===== config.mk =====
export PLATFORM = sky130hd
export DESIGN_NAME = crc_checked_record_reader
export DESIGN_NICKNAME = d
export VERILOG_FILES = /design/src/rtl/core/ccrr_pkg.sv /design/src/rtl/core/ccrr_parse.sv /design/src/rtl/core/ccrr_skid.sv /design/src/rtl/core/crc_checked_record_reader.sv
export SDC_FILE = /design/constraint.sdc
export NUM_CORES = 1
export LEC_CHECK = 0
export BUFFER_PORTS_ARGS = -buffer_cell sky130_fd_sc_hd__buf_2
export CORE_MARGIN = 2
export CORE_UTILIZATION = 59
export DETAILED_ROUTE_END_ITERATION = 12
export PLACE_DENSITY = 0.82
export REMOVE_ABC_BUFFERS = 1
export SLEW_MARGIN = 20
export SYNTH_ARGS = -nofsm -noshare
export SYNTH_HDL_FRONTEND = slang
export SYNTH_SLANG_ARGS = --single-unit

===== constraint.sdc =====
create_clock -name clock -period 7.24 [get_ports clock]
set_input_delay 1.448 -clock clock [delete_from_list [all_inputs] [get_ports clock]]
set_output_delay 1.448 -clock clock [all_outputs]
set_load 0.005 [all_outputs]

===== src/rtl/core/ccrr_pkg.sv =====
// Shared types, constants and the CRC-8 step for the checked record reader.
// No dependencies; every other file of the block refers to it by scoped names.
package ccrr_pkg;

   // Field widths fixed by the record format.
   localparam int ADDR_W     = 10;
   localparam int CUR_ADDR_W = 11;
   localparam int BYTE_W     = 8;
   localparam int STATUS_W   = 3;
   localparam int SUM_W      = 13;

   // Store geometry and record wrapper (marker, length and CRC bytes).
   localparam int STORE_LAST_ADDRESS = 1023;
   localparam int WRAPPER_BYTES      = 3;

   // CRC-8 generator polynomial, MSB first.
   localparam logic [BYTE_W-1:0] CRC_POLY = 8'hD8;

   // Result kinds.
   localparam logic KIND_PAYLOAD = 1'b0;
   localparam logic KIND_STATUS  = 1'b1;

   // Status codes of the final result.
   localparam logic [STATUS_W-1:0] ST_OK           = 3'd0;
   localparam logic [STATUS_W-1:0] ST_END_EXCEEDED = 3'd1;
   localparam logic [STATUS_W-1:0] ST_BAD_START    = 3'd2;
   localparam logic [STATUS_W-1:0] ST_BAD_LENGTH   = 3'd3;
   localparam logic [STATUS_W-1:0] ST_CRC_MISMATCH = 3'd4;

   // Configuration register indexes.
   localparam int CSR_INDEX_W = 1;
   localparam logic [CSR_INDEX_W-1:0] CSR_START_MARKER  = 1'b0;
   localparam logic [CSR_INDEX_W-1:0] CSR_BUFFER_LENGTH = 1'b1;

   // Configuration reset values.
   localparam logic [BYTE_W-1:0] START_MARKER_RESET  = 8'h00;
   localparam logic [BYTE_W-1:0] BUFFER_LENGTH_RESET = 8'hFF;

   // One store byte as it arrives on the request channel.
   typedef struct packed {
      logic              begin_req;
      logic [ADDR_W-1:0] record_address;
      logic [BYTE_W-1:0] byte_value;
   } req_type;

   // One result item.
   typedef struct packed {
      logic                kind;
      logic [BYTE_W-1:0]   payload_byte;
      logic [STATUS_W-1:0] status;
      logic [ADDR_W-1:0]   next_address;
      logic                last;
   } rsp_type;

   // A result produced by the parser, with its valid flag.
   typedef struct packed {
      logic    valid;
      rsp_type data;
   } result_type;

   // Folds one byte into the CRC remainder: eight shift steps, unrolled.
   function automatic logic [BYTE_W-1:0] crc_byte(input logic [BYTE_W-1:0] rem,
                                                  input logic [BYTE_W-1:0] data);
      logic [BYTE_W-1:0] r;
      r = rem ^ data;
      for (int i = 0; i < BYTE_W; i++) begin
         if (r[BYTE_W-1]) begin
            r = (r << 1) ^ CRC_POLY;
         end else begin
            r = r << 1;
         end
      end
      return r;
   endfunction

endpackage


===== src/rtl/core/ccrr_parse.sv =====
// Record parser: phase, byte count, CRC remainder and address registers,
// with the per-byte checks. Depends on ccrr_pkg.
module ccrr_parse (
   input  logic                         clock,
   input  logic                         reset,
   input  logic                         accept,
   input  ccrr_pkg::req_type            req,
   input  logic [ccrr_pkg::BYTE_W-1:0]  start_marker,
   input  logic [ccrr_pkg::BYTE_W-1:0]  buffer_length,
   output ccrr_pkg::result_type         result
);

   // Parser phases.
   localparam logic [1:0] PH_IDLE    = 2'd0;
   localparam logic [1:0] PH_LENGTH  = 2'd1;
   localparam logic [1:0] PH_PAYLOAD = 2'd2;
   localparam logic [1:0] PH_CRC     = 2'd3;

   localparam logic [ccrr_pkg::SUM_W-1:0] LAST_ADDR =
      ccrr_pkg::SUM_W'(ccrr_pkg::STORE_LAST_ADDRESS);
   localparam logic [ccrr_pkg::SUM_W-1:0] WRAP =
      ccrr_pkg::SUM_W'(ccrr_pkg::WRAPPER_BYTES);

   logic [1:0]                        phase_ff, phase_in;
   logic [ccrr_pkg::BYTE_W-1:0]       left_ff, left_in;
   logic [ccrr_pkg::BYTE_W-1:0]       crc_ff, crc_in;
   logic [ccrr_pkg::CUR_ADDR_W-1:0]   cur_ff, cur_in;

   logic [ccrr_pkg::CUR_ADDR_W-1:0]   cur_next;
   logic [ccrr_pkg::BYTE_W-1:0]       left_dec;
   logic [ccrr_pkg::SUM_W-1:0]        begin_end;
   logic [ccrr_pkg::SUM_W-1:0]        record_end;

   // Address sums for the two room checks.
   assign cur_next   = cur_ff + 1'b1;
   assign left_dec   = left_ff - 1'b1;
   assign begin_end  = ccrr_pkg::SUM_W'(req.record_address) + WRAP;
   assign record_end = ccrr_pkg::SUM_W'(cur_next) + ccrr_pkg::SUM_W'(req.byte_value) + WRAP;

   // Next state and result for the byte being transferred.
   always_comb begin
      phase_in = phase_ff;
      left_in  = left_ff;
      crc_in   = crc_ff;
      cur_in   = cur_ff;
      result   = '0;
      if (accept) begin
         if (req.begin_req) begin
            // A begin restarts parsing, dropping any record in progress.
            cur_in  = ccrr_pkg::CUR_ADDR_W'(req.record_address);
            crc_in  = '0;
            left_in = '0;
            if (begin_end > LAST_ADDR) begin
               phase_in                  = PH_IDLE;
               result.valid              = 1'b1;
               result.data.kind          = ccrr_pkg::KIND_STATUS;
               result.data.status        = ccrr_pkg::ST_END_EXCEEDED;
               result.data.last          = 1'b1;
            end else if (req.byte_value != start_marker) begin
               phase_in                  = PH_IDLE;
               result.valid              = 1'b1;
               result.data.kind          = ccrr_pkg::KIND_STATUS;
               result.data.status        = ccrr_pkg::ST_BAD_START;
               result.data.last          = 1'b1;
            end else begin
               cur_in   = ccrr_pkg::CUR_ADDR_W'(req.record_address) + 1'b1;
               phase_in = PH_LENGTH;
            end
         end else begin
            case (phase_ff)
               PH_LENGTH: begin
                  cur_in = cur_next;
                  if (req.byte_value > buffer_length) begin
                     phase_in           = PH_IDLE;
                     left_in            = '0;
                     result.valid       = 1'b1;
                     result.data.kind   = ccrr_pkg::KIND_STATUS;
                     result.data.status = ccrr_pkg::ST_BAD_LENGTH;
                     result.data.last   = 1'b1;
                  end else if (record_end > LAST_ADDR) begin
                     phase_in           = PH_IDLE;
                     left_in            = '0;
                     result.valid       = 1'b1;
                     result.data.kind   = ccrr_pkg::KIND_STATUS;
                     result.data.status = ccrr_pkg::ST_END_EXCEEDED;
                     result.data.last   = 1'b1;
                  end else begin
                     crc_in   = '0;
                     left_in  = req.byte_value;
                     phase_in = (req.byte_value == '0) ? PH_CRC : PH_PAYLOAD;
                  end
               end
               PH_PAYLOAD: begin
                  crc_in  = ccrr_pkg::crc_byte(crc_ff, req.byte_value);
                  cur_in  = cur_next;
                  left_in = left_dec;
                  if (left_dec == '0) begin
                     phase_in = PH_CRC;
                  end
                  result.valid             = 1'b1;
                  result.data.kind         = ccrr_pkg::KIND_PAYLOAD;
                  result.data.payload_byte = req.byte_value;
               end
               PH_CRC: begin
                  cur_in             = cur_next;
                  phase_in           = PH_IDLE;
                  left_in            = '0;
                  result.valid       = 1'b1;
                  result.data.kind   = ccrr_pkg::KIND_STATUS;
                  result.data.last   = 1'b1;
                  if (req.byte_value != crc_ff) begin
                     result.data.status = ccrr_pkg::ST_CRC_MISMATCH;
                  end else begin
                     result.data.status       = ccrr_pkg::ST_OK;
                     result.data.next_address = cur_next[ccrr_pkg::ADDR_W-1:0];
                  end
               end
               default: begin
                  // Bytes outside a record are dropped.
               end
            endcase
         end
      end
   end

   // Parser state registers.
   always_ff @(posedge clock) begin
      if (reset) begin
         phase_ff <= PH_IDLE;
         left_ff  <= '0;
         crc_ff   <= '0;
         cur_ff   <= '0;
      end else begin
         phase_ff <= phase_in;
         left_ff  <= left_in;
         crc_ff   <= crc_in;
         cur_ff   <= cur_in;
      end
   end

endmodule


===== src/rtl/core/ccrr_skid.sv =====
// Result register with a skid stage, so a byte can be taken while a result waits.
// Depends on ccrr_pkg.
module ccrr_skid (
   input  logic                  clock,
   input  logic                  reset,
   input  ccrr_pkg::result_type  result,
   output logic                  full,
   output logic                  rsp_valid,
   input  logic                  rsp_stall,
   output ccrr_pkg::rsp_type     rsp_payload
);

   logic              out_valid_ff, out_valid_in;
   ccrr_pkg::rsp_type out_data_ff, out_data_in;
   logic              skid_valid_ff, skid_valid_in;
   ccrr_pkg::rsp_type skid_data_ff, skid_data_in;
   logic              out_take;

   assign out_take    = out_valid_ff & ~rsp_stall;
   assign full        = skid_valid_ff;
   assign rsp_valid   = out_valid_ff;
   assign rsp_payload = out_data_ff;

   // Refill the output from the skid stage first, then from the parser.
   always_comb begin
      out_valid_in  = out_valid_ff;
      out_data_in   = out_data_ff;
      skid_valid_in = skid_valid_ff;
      skid_data_in  = skid_data_ff;
      if (skid_valid_ff) begin
         if (out_take) begin
            out_data_in   = skid_data_ff;
            skid_valid_in = 1'b0;
         end
      end else if (result.valid) begin
         if (!out_valid_ff || out_take) begin
            out_valid_in = 1'b1;
            out_data_in  = result.data;
         end else begin
            skid_valid_in = 1'b1;
            skid_data_in  = result.data;
         end
      end else if (out_take) begin
         out_valid_in = 1'b0;
      end
   end

   // Valid flags are reset; data registers are not.
   always_ff @(posedge clock) begin
      if (reset) begin
         out_valid_ff  <= 1'b0;
         skid_valid_ff <= 1'b0;
      end else begin
         out_valid_ff  <= out_valid_in;
         skid_valid_ff <= skid_valid_in;
      end
   end

   always_ff @(posedge clock) begin
      out_data_ff  <= out_data_in;
      skid_data_ff <= skid_data_in;
   end

endmodule


===== src/rtl/core/crc_checked_record_reader.sv =====
// Top level of the CRC-8 checked record reader: configuration registers,
// parser and output stage. Depends on ccrr_pkg, ccrr_parse and ccrr_skid.
//
//   Channel  Direction  Handshake              Transfer
//   req_     in         req_valid / req_stall  one store byte with begin flag and address
//   rsp_     out        rsp_valid / rsp_stall  one payload byte or one final status
//   csr_     in         csr_write_enable       one register write, no read-back
//
// Each byte is checked in the cycle it is transferred; its result goes to the output
// register, or to the skid stage behind it while a result is stalled, which lets one
// more byte in. A byte can be transferred every cycle while req_stall is low; req_stall
// rises only when both stages hold results. Reset is synchronous, clears parser state
// and valid flags and loads the configuration reset values; data registers are not reset.
module crc_checked_record_reader (
   input  logic                                clock,
   input  logic                                reset,
   input  logic                                req_valid,
   output logic                                req_stall,
   input  ccrr_pkg::req_type                   req_payload,
   output logic                                rsp_valid,
   input  logic                                rsp_stall,
   output ccrr_pkg::rsp_type                   rsp_payload,
   input  logic                                csr_write_enable,
   input  logic [ccrr_pkg::CSR_INDEX_W-1:0]    csr_index,
   input  logic [ccrr_pkg::BYTE_W-1:0]         csr_write_data
);

   logic [ccrr_pkg::BYTE_W-1:0] start_marker_ff;
   logic [ccrr_pkg::BYTE_W-1:0] buffer_length_ff;
   logic                        req_accept;
   ccrr_pkg::result_type        result;
   logic                        skid_full;

   assign req_stall  = skid_full;
   assign req_accept = req_valid & ~skid_full;

   // Configuration registers.
   always_ff @(posedge clock) begin
      if (reset) begin
         start_marker_ff  <= ccrr_pkg::START_MARKER_RESET;
         buffer_length_ff <= ccrr_pkg::BUFFER_LENGTH_RESET;
      end else if (csr_write_enable) begin
         case (csr_index)
            ccrr_pkg::CSR_START_MARKER:  start_marker_ff  <= csr_write_data;
            ccrr_pkg::CSR_BUFFER_LENGTH: buffer_length_ff <= csr_write_data;
            default: begin
            end
         endcase
      end
   end

   ccrr_parse u_parse (
      .clock         (clock),
      .reset         (reset),
      .accept        (req_accept),
      .req           (req_payload),
      .start_marker  (start_marker_ff),
      .buffer_length (buffer_length_ff),
      .result        (result)
   );

   ccrr_skid u_skid (
      .clock       (clock),
      .reset       (reset),
      .result      (result),
      .full        (skid_full),
      .rsp_valid   (rsp_valid),
      .rsp_stall   (rsp_stall),
      .rsp_payload (rsp_payload)
   );

   // The skid stage fills only behind a held output result.
   assert property (@(posedge clock) disable iff (reset) req_stall |-> rsp_valid)
      else $error("skid stage holds a result while the output register is empty");

   // Status results end a record; payload results do not.
   assert property (@(posedge clock) disable iff (reset)
      rsp_valid |-> (rsp_payload.last == rsp_payload.kind))
      else $error("last flag disagrees with result kind");

   // A next address is only reported on a successful record.
   assert property (@(posedge clock) disable iff (reset)
      (rsp_valid && rsp_payload.status != ccrr_pkg::ST_OK) |->
      (rsp_payload.next_address == '0))
      else $error("next address reported on a failed record");

   // Payload results carry no status.
   assert property (@(posedge clock) disable iff (reset)
      (rsp_valid && rsp_payload.kind == ccrr_pkg::KIND_PAYLOAD) |->
      (rsp_payload.status == ccrr_pkg::ST_OK))
      else $error("payload result carries a status code");

endmodule

; ---- Word-level counts from Yosys, hierarchy flattened
; Cells that the tools add are included.
[word_totals]
regBits = 93
inputBits = 33
word_cells = 157
output_inout_bits = 25
[classes]
add_sub_neg = 6
n_reduce_logical = 20
mux = 85
n_lt_le_gt_ge = 3
n_bitwise = 15
n_eq_ne = 10
[ops]
columns = op, n
row1 = $mux W8, 37
row2 = $mux W23, 4
row3 = $mux W11, 4
row4 = $not A4 Y4, 8
row5 = $mux W10, 3
row6 = $gt A13 B10 Y1 const B, 2
row7 = $mux W2, 12
row8 = $mux W24, 1
row9 = $pmux W8 S3, 1
row10 = $logic_not A8 Y1, 2
row11 = $ne A8 B8 Y1, 2
row12 = $pmux W8 S2, 1
row13 = $mux W1, 15
row14 = $add A13 B2 Y13 const B, 1
row15 = $add A11 B8 Y12, 1
row16 = $pmux W2 S3, 2
row17 = $reduce_and A3 Y1, 4
row18 = $add A10 B1 Y11 const B, 1
row19 = $add A10 B2 Y11 const B, 1
row20 = $add A11 B1 Y11 const B, 1
row21 = $mux W3, 3
row22 = $gt A8 B8 Y1, 1
row23 = $reduce_and A2 Y1, 4
row24 = $reduce_bool A2 Y1, 4
row25 = 18 further kinds, 24

; ---- Logic depth before layout (Yosys ltp)
[depth]
depth_word = 40
ltp_mapped = 15
ltp_nobuf = 14

; ---- Hierarchy
; Synthesis repeated with hierarchy kept, for this count alone.
[unflattened]
hier_cells = 520
area_unflattened_um2 = 5396.4
[modules_own_cells]
columns = module, cells_per_inst, seq_area_each_um2, instances, area_per_inst_um2
row1 = ccrr_parse, 373, 520.5, 1, 2864.0
row2 = ccrr_skid, 84, 1421.4, 1, 1846.8
row3 = crc_checked_record_reader, 63, 320.3, 1, 685.7

; ---- Worst setup path after synthesis
; OpenSTA, ideal clock, no wires.
[synth_path]
path_type = input -> register
from = input req_payload[0] in the netlist's numbering
to = register u_skid.out_data_ff (netlist bit u_skid.rsp_payload[0]) (enable)
required_ps = 6802
cell_stages = 11
arrival_time_ps = 5282
path_slack_ps = 1519
n_path_buf = 0
setup_ps = 438
path_cell_list = ha_1 -> fa_1 -> inv_1 -> ha_1 -> nor3_1 -> or4b_1 -> nand3_1 -> o211a_1 -> o21a_4 -> o21ai_0 -> a21boi_0
[synth_via]
elab_chain_len = 10
elab_cells_between_ends = 14
classes_between = add/sub: 2 / order compare: 2 / eq/ne: 1 / mux: 7 / reduce/logical: 2
[synth_rtl]
columns = item, line_no
row1 = "start, declared", crc_checked_record_reader.sv:19  ; input ccrr_pkg::req_type req_payload,
row2 = $add A11 B8 Y12, ccrr_parse.sv:38  ; assign record_end = ccrr_pkg::SUM_W'(cur_next) + ccrr_pkg::SUM_W'(req.byte_value) + WRAP;
row3 = $add A13 B2 Y13, ccrr_parse.sv:38
row4 = $gt A13 B10 Y1, ccrr_parse.sv:80  ; end else if (record_end > LAST_ADDR) begin
row5 = $mux W2, ccrr_parse.sv:80
row6 = $mux W2, ccrr_parse.sv:73  ; if (req.byte_value > buffer_length) begin
row7 = $pmux W2 S3, ccrr_parse.sv:70  ; case (phase_ff)
row8 = $mux W2 *, ccrr_parse.sv:48  ; if (req.begin_req) begin
row9 = $mux W24 *, ccrr_parse.sv:47  ; if (accept) begin
row10 = $reduce_bool A2 Y1 (no source line) *, -
row11 = $reduce_and A3 Y1 (no source line) *, -
row12 = "end signal, assigned", ccrr_skid.sv:60  ; out_data_ff <= out_data_in;
row13 = "end, declared", ccrr_skid.sv:14  ; ccrr_pkg::rsp_type out_data_ff, out_data_in;
; Every way passes the cells marked *; elsewhere a longest branch is shown, timed or not.
; A chain may end at the register's enable or synchronous reset.

; ---- Worst setup path after layout
[layout_path]
from = register u_parse.cur_ff[0] in the netlist's numbering
to = register u_skid.skid_data_ff[19] in the netlist's numbering (enable)
[layout_via]
elab_chain_len = 10
[layout_rtl]
columns = item, line_no
row1 = "start, declared", ccrr_parse.sv:27  ; logic [ccrr_pkg::CUR_ADDR_W-1:0] cur_ff, cur_in;
row2 = "start signal, assigned", ccrr_parse.sv:137  ; cur_ff <= cur_in;
row3 = $add A11 B1 Y11, ccrr_parse.sv:35  ; assign cur_next = cur_ff + 1'b1;
row4 = $add A11 B8 Y12, ccrr_parse.sv:38
row5 = $add A13 B2 Y13, ccrr_parse.sv:38
row6 = $gt A13 B10 Y1, ccrr_parse.sv:80
row7 = $mux W2, ccrr_parse.sv:80
row8 = $mux W2, ccrr_parse.sv:73
row9 = $pmux W2 S3, ccrr_parse.sv:70
row10 = $mux W2, ccrr_parse.sv:48
row11 = $mux W24, ccrr_parse.sv:47
row12 = $reduce_and A3 Y1 (no source line), -
row13 = "end signal, assigned", ccrr_skid.sv:61  ; skid_data_ff <= skid_data_in;
row14 = "end, declared", ccrr_skid.sv:16  ; ccrr_pkg::rsp_type skid_data_ff, skid_data_in;
; No other way between the ends.

==> flow_summary.ini <==
[layout]
insertedDiodeCount = 0
area_growth_pct = 10.1
final_cell_mix = buf_2 (57), edfxtp_1 (46), dfxtp_1 (44), nor2_1 (42)
nNetsFinal = 651
final_common_cell = buf_2
drive_gt1_frac = 0.151
final_util = 0.675

[place]
port_buffers = 57
globalplace.congestion = 0.904
hpwl_um = 8790

[sta]
tns_ps = 0
slew_headroom = 0.276
fin_crit_sh = 0.692
fmax_ghz = 0.200
clock_skew_ps = 12.1
rsz0062_at_grt = no
finalHoldViolations = 0
min_period_ps = 5010
tightestPinTransition_ps = 1080
finalSetupViolations = 0
slew_violations = 0

[hold_path]
hold_path_depth = 1
hold_start = buffer_length_ff[2]
min_path_type = reg -> reg
min_to = buffer_length_ff[2]

[pwr]
ir_drop_mv = 0.118
powerDensity_nw_per_um2 = 190
p_leak_nw = 2.65

[setup_path]
cp_slowest_stage_delay_ps = 930
rr_startpoint = u_parse.cur_ff[0]
path_cells = ha_1 -> nand3_1 -> xnor2_1 -> ha_1 -> nand2_1 -> o31ai_1 -> o31ai_2 -> or4b_1 -> nand3_1 -> o211a_1 -> o21a_4 -> o21ai_0 -> nor2_2
crit_required_ps = 7230
crit_arrival_ps = 5000
worstPathMaxFanout = 23
critPathSlowestCell = nor2_2
worstSetupStartpointType = flop
path_class = reg -> reg
ff2ff_setup_slack_ps = 2230
reg2reg_depth = 13
r2r_end = u_skid.skid_data_ff[19]
end_kind = flop

[clock_network]
cts_tree = built
cts_sinks = 90
cts_buffer_depth = 2
cts_root_buf = clkbuf_8
clkLatencyLatePin_ps = 370
cts_buffers = 9
htreeDepth = 3
cts_setup_buffers = 0
postCtsResizedCells = 0
cts_hold_buf = 0
clkTransAtPathRegs_ps = 100

[detailed_routing]
routed_wl_um = 12100
vias_per_cell = 6.26
postRouteAntennaNets = 0
firstDrtPassIters = 6
wl_per_cell_um = 17.1
drc = 0
vias = 4409
drtIter0Drc = 256

[yosys]
ys_types = 63
synthCells = 548
syn_area_um2 = 5370
synth-edff-count = 46
synth-async-reset-ratio = 0
yosysWarnings = 0
yosysSeqAreaShare = 0.421
syn_avg_cell_area_um2 = 9.80
ys.flop_type = edfxtp_1
synth_seq_cells = 90

[global_routing]
grt_max_degree = 46
gr-total-overflow = 0
grt_pass1_vias = 4256
grt_usage = 0.257
antenna_found_initial = 0
grt_pass1_wl_um = 20400

[die]
rows = 34
die_w_um = 99.4
dieArea_um2 = 9880
ioPinCount = 58
die_h_um = 99.4
start_util = 0.613
core-area_um2 = 8760

[job]
cap_viol_max_count = 0

[outcome]
outcome = finished clean
-- routing by layer --
layer / wire [um] / GRT usage / vias to the layer above
met2: 5820 / 0.427 / 151
met5: 0 / 0 / -
met3: 755 / 0.0443 / 21
li1: - / - / 2105
met4: 231 / 0.0801 / 0
met1: 5250 / 0.344 / 2132
-- logic make-up after synthesis --
logic type / Yosys count / synth area share
AOI/OAI and AO/OA: 131 / 0.178
xor gates and xnor gates: 56 / 0.0955
adders and majority gates: 27 / 0.0643
buffers and inverters: 50 / 0.0354
DFF: 90 / 0.421
muxes: 9 / 0.0168
and+or+nand+nor: 185 / 0.189
-- power breakdown --
group          total [mW]  switching, mW  internal, mW
sequential          0.569         0.0163         0.553
combinational       0.209          0.120        0.0885
clock               0.349          0.210         0.139
-- per-stage QoR --
stage	power, mW	setup slack [ps]	std cells	instance area [um^2]	hold WS [ps]
2_1_floorplan	0.719	1510	522	5270	435
3_3_place_gp	0.776	2030	688	5700	448
3_5_place_dp	0.785	1860	688	5700	456
4_1_cts	1.13	2230	704	5910	479
5_1_grt	1.18	1880	704	5910	493
6_report	1.13	2230	704	5910	473
-- state kept, by name (all words and copies together) (netlist names) --
register             flops
u_parse.crc_ff           5
u_parse.left_ff          8
u_skid.full              1
u_parse.cur_ff          11
u_skid.rsp_payload      23
u_parse.phase_ff         2
u_skid.rsp_valid         1
start_marker_ff          8
buffer_length_ff         8
u_skid.skid_data_ff     23
-- critical path: cells and delay by family, from the launching register on --
family,cells,cell delay [ps]
and+or+nand+nor,5,1730
AOI/OAI and AO/OA,5,1210
adders and majority gates,2,630
DFF,1,530
xor gates and xnor gates,1,510
-- Yosys cell counts (3+ instances only) --
| cell | number | area share |
|---|---|---|
| a211o_1 | 11 | 0.018 |
| a211oi_1 | 4 | 0.0056 |
| a21o_1 | 28 | 0.039 |
| a21oi_1 | 26 | 0.024 |
| a221o_1 | 7 | 0.013 |
| a221oi_1 | 7 | 0.011 |
| a22oi_1 | 3 | 0.0042 |
| and3_1 | 22 | 0.026 |
| clkbuf_1 | 23 | 0.016 |
| dfxtp_1 | 44 | 0.16 |
| edfxtp_1 | 46 | 0.26 |
| ha_1 | 26 | 0.061 |
| inv_1 | 24 | 0.017 |
| mux2i_1 | 9 | 0.017 |
| nand2_1 | 30 | 0.021 |
| nand2b_1 | 4 | 0.0047 |
| nand3_1 | 11 | 0.010 |
| nand3b_1 | 5 | 0.0070 |
| nand4_1 | 7 | 0.0082 |
| nor2_1 | 43 | 0.030 |
| nor2b_1 | 11 | 0.013 |
| nor3_1 | 18 | 0.017 |
| nor3b_1 | 8 | 0.011 |
| nor4_1 | 7 | 0.0082 |
| o21a_1 | 4 | 0.0056 |
| o21ai_0 | 15 | 0.014 |
| or3_1 | 5 | 0.0058 |
| xnor2_1 | 30 | 0.049 |
| xor2_1 | 24 | 0.039 |
-- layout make-up --
class	count	area (um^2)
clock buffers	9	124
flip-flops and latches	90	2260
multi-input cells	408	2930
fillers	710	2850
inverters	24	90.1
well taps	108	135
clock inverters	7	78.8
repair buffers	58	293
-- worst max path at each step --
| stage | startpoint | end | slack [ps] | depth (start not counted) |
|---|---|---|---|---|
| after detailed placement | req_payload[0] | u_skid.rsp_payload[19] | 1860 | 12 |
| after global placement | req_payload[0] | u_skid.rsp_payload[17] | 2030 | 12 |
| after CTS | u_parse.cur_ff[0] | u_skid.rsp_payload[19] | 2230 | 13 |
| final | u_parse.cur_ff[0] | u_skid.skid_data_ff[19] | 2230 | 13 |
| after global routing | u_parse.cur_ff[0] | u_skid.skid_data_ff[19] | 1880 | 13 |
| after floorplan | req_payload[0] | u_skid.rsp_payload[0] | 1510 | 11 |
Power figures use the tool's default switching activity.
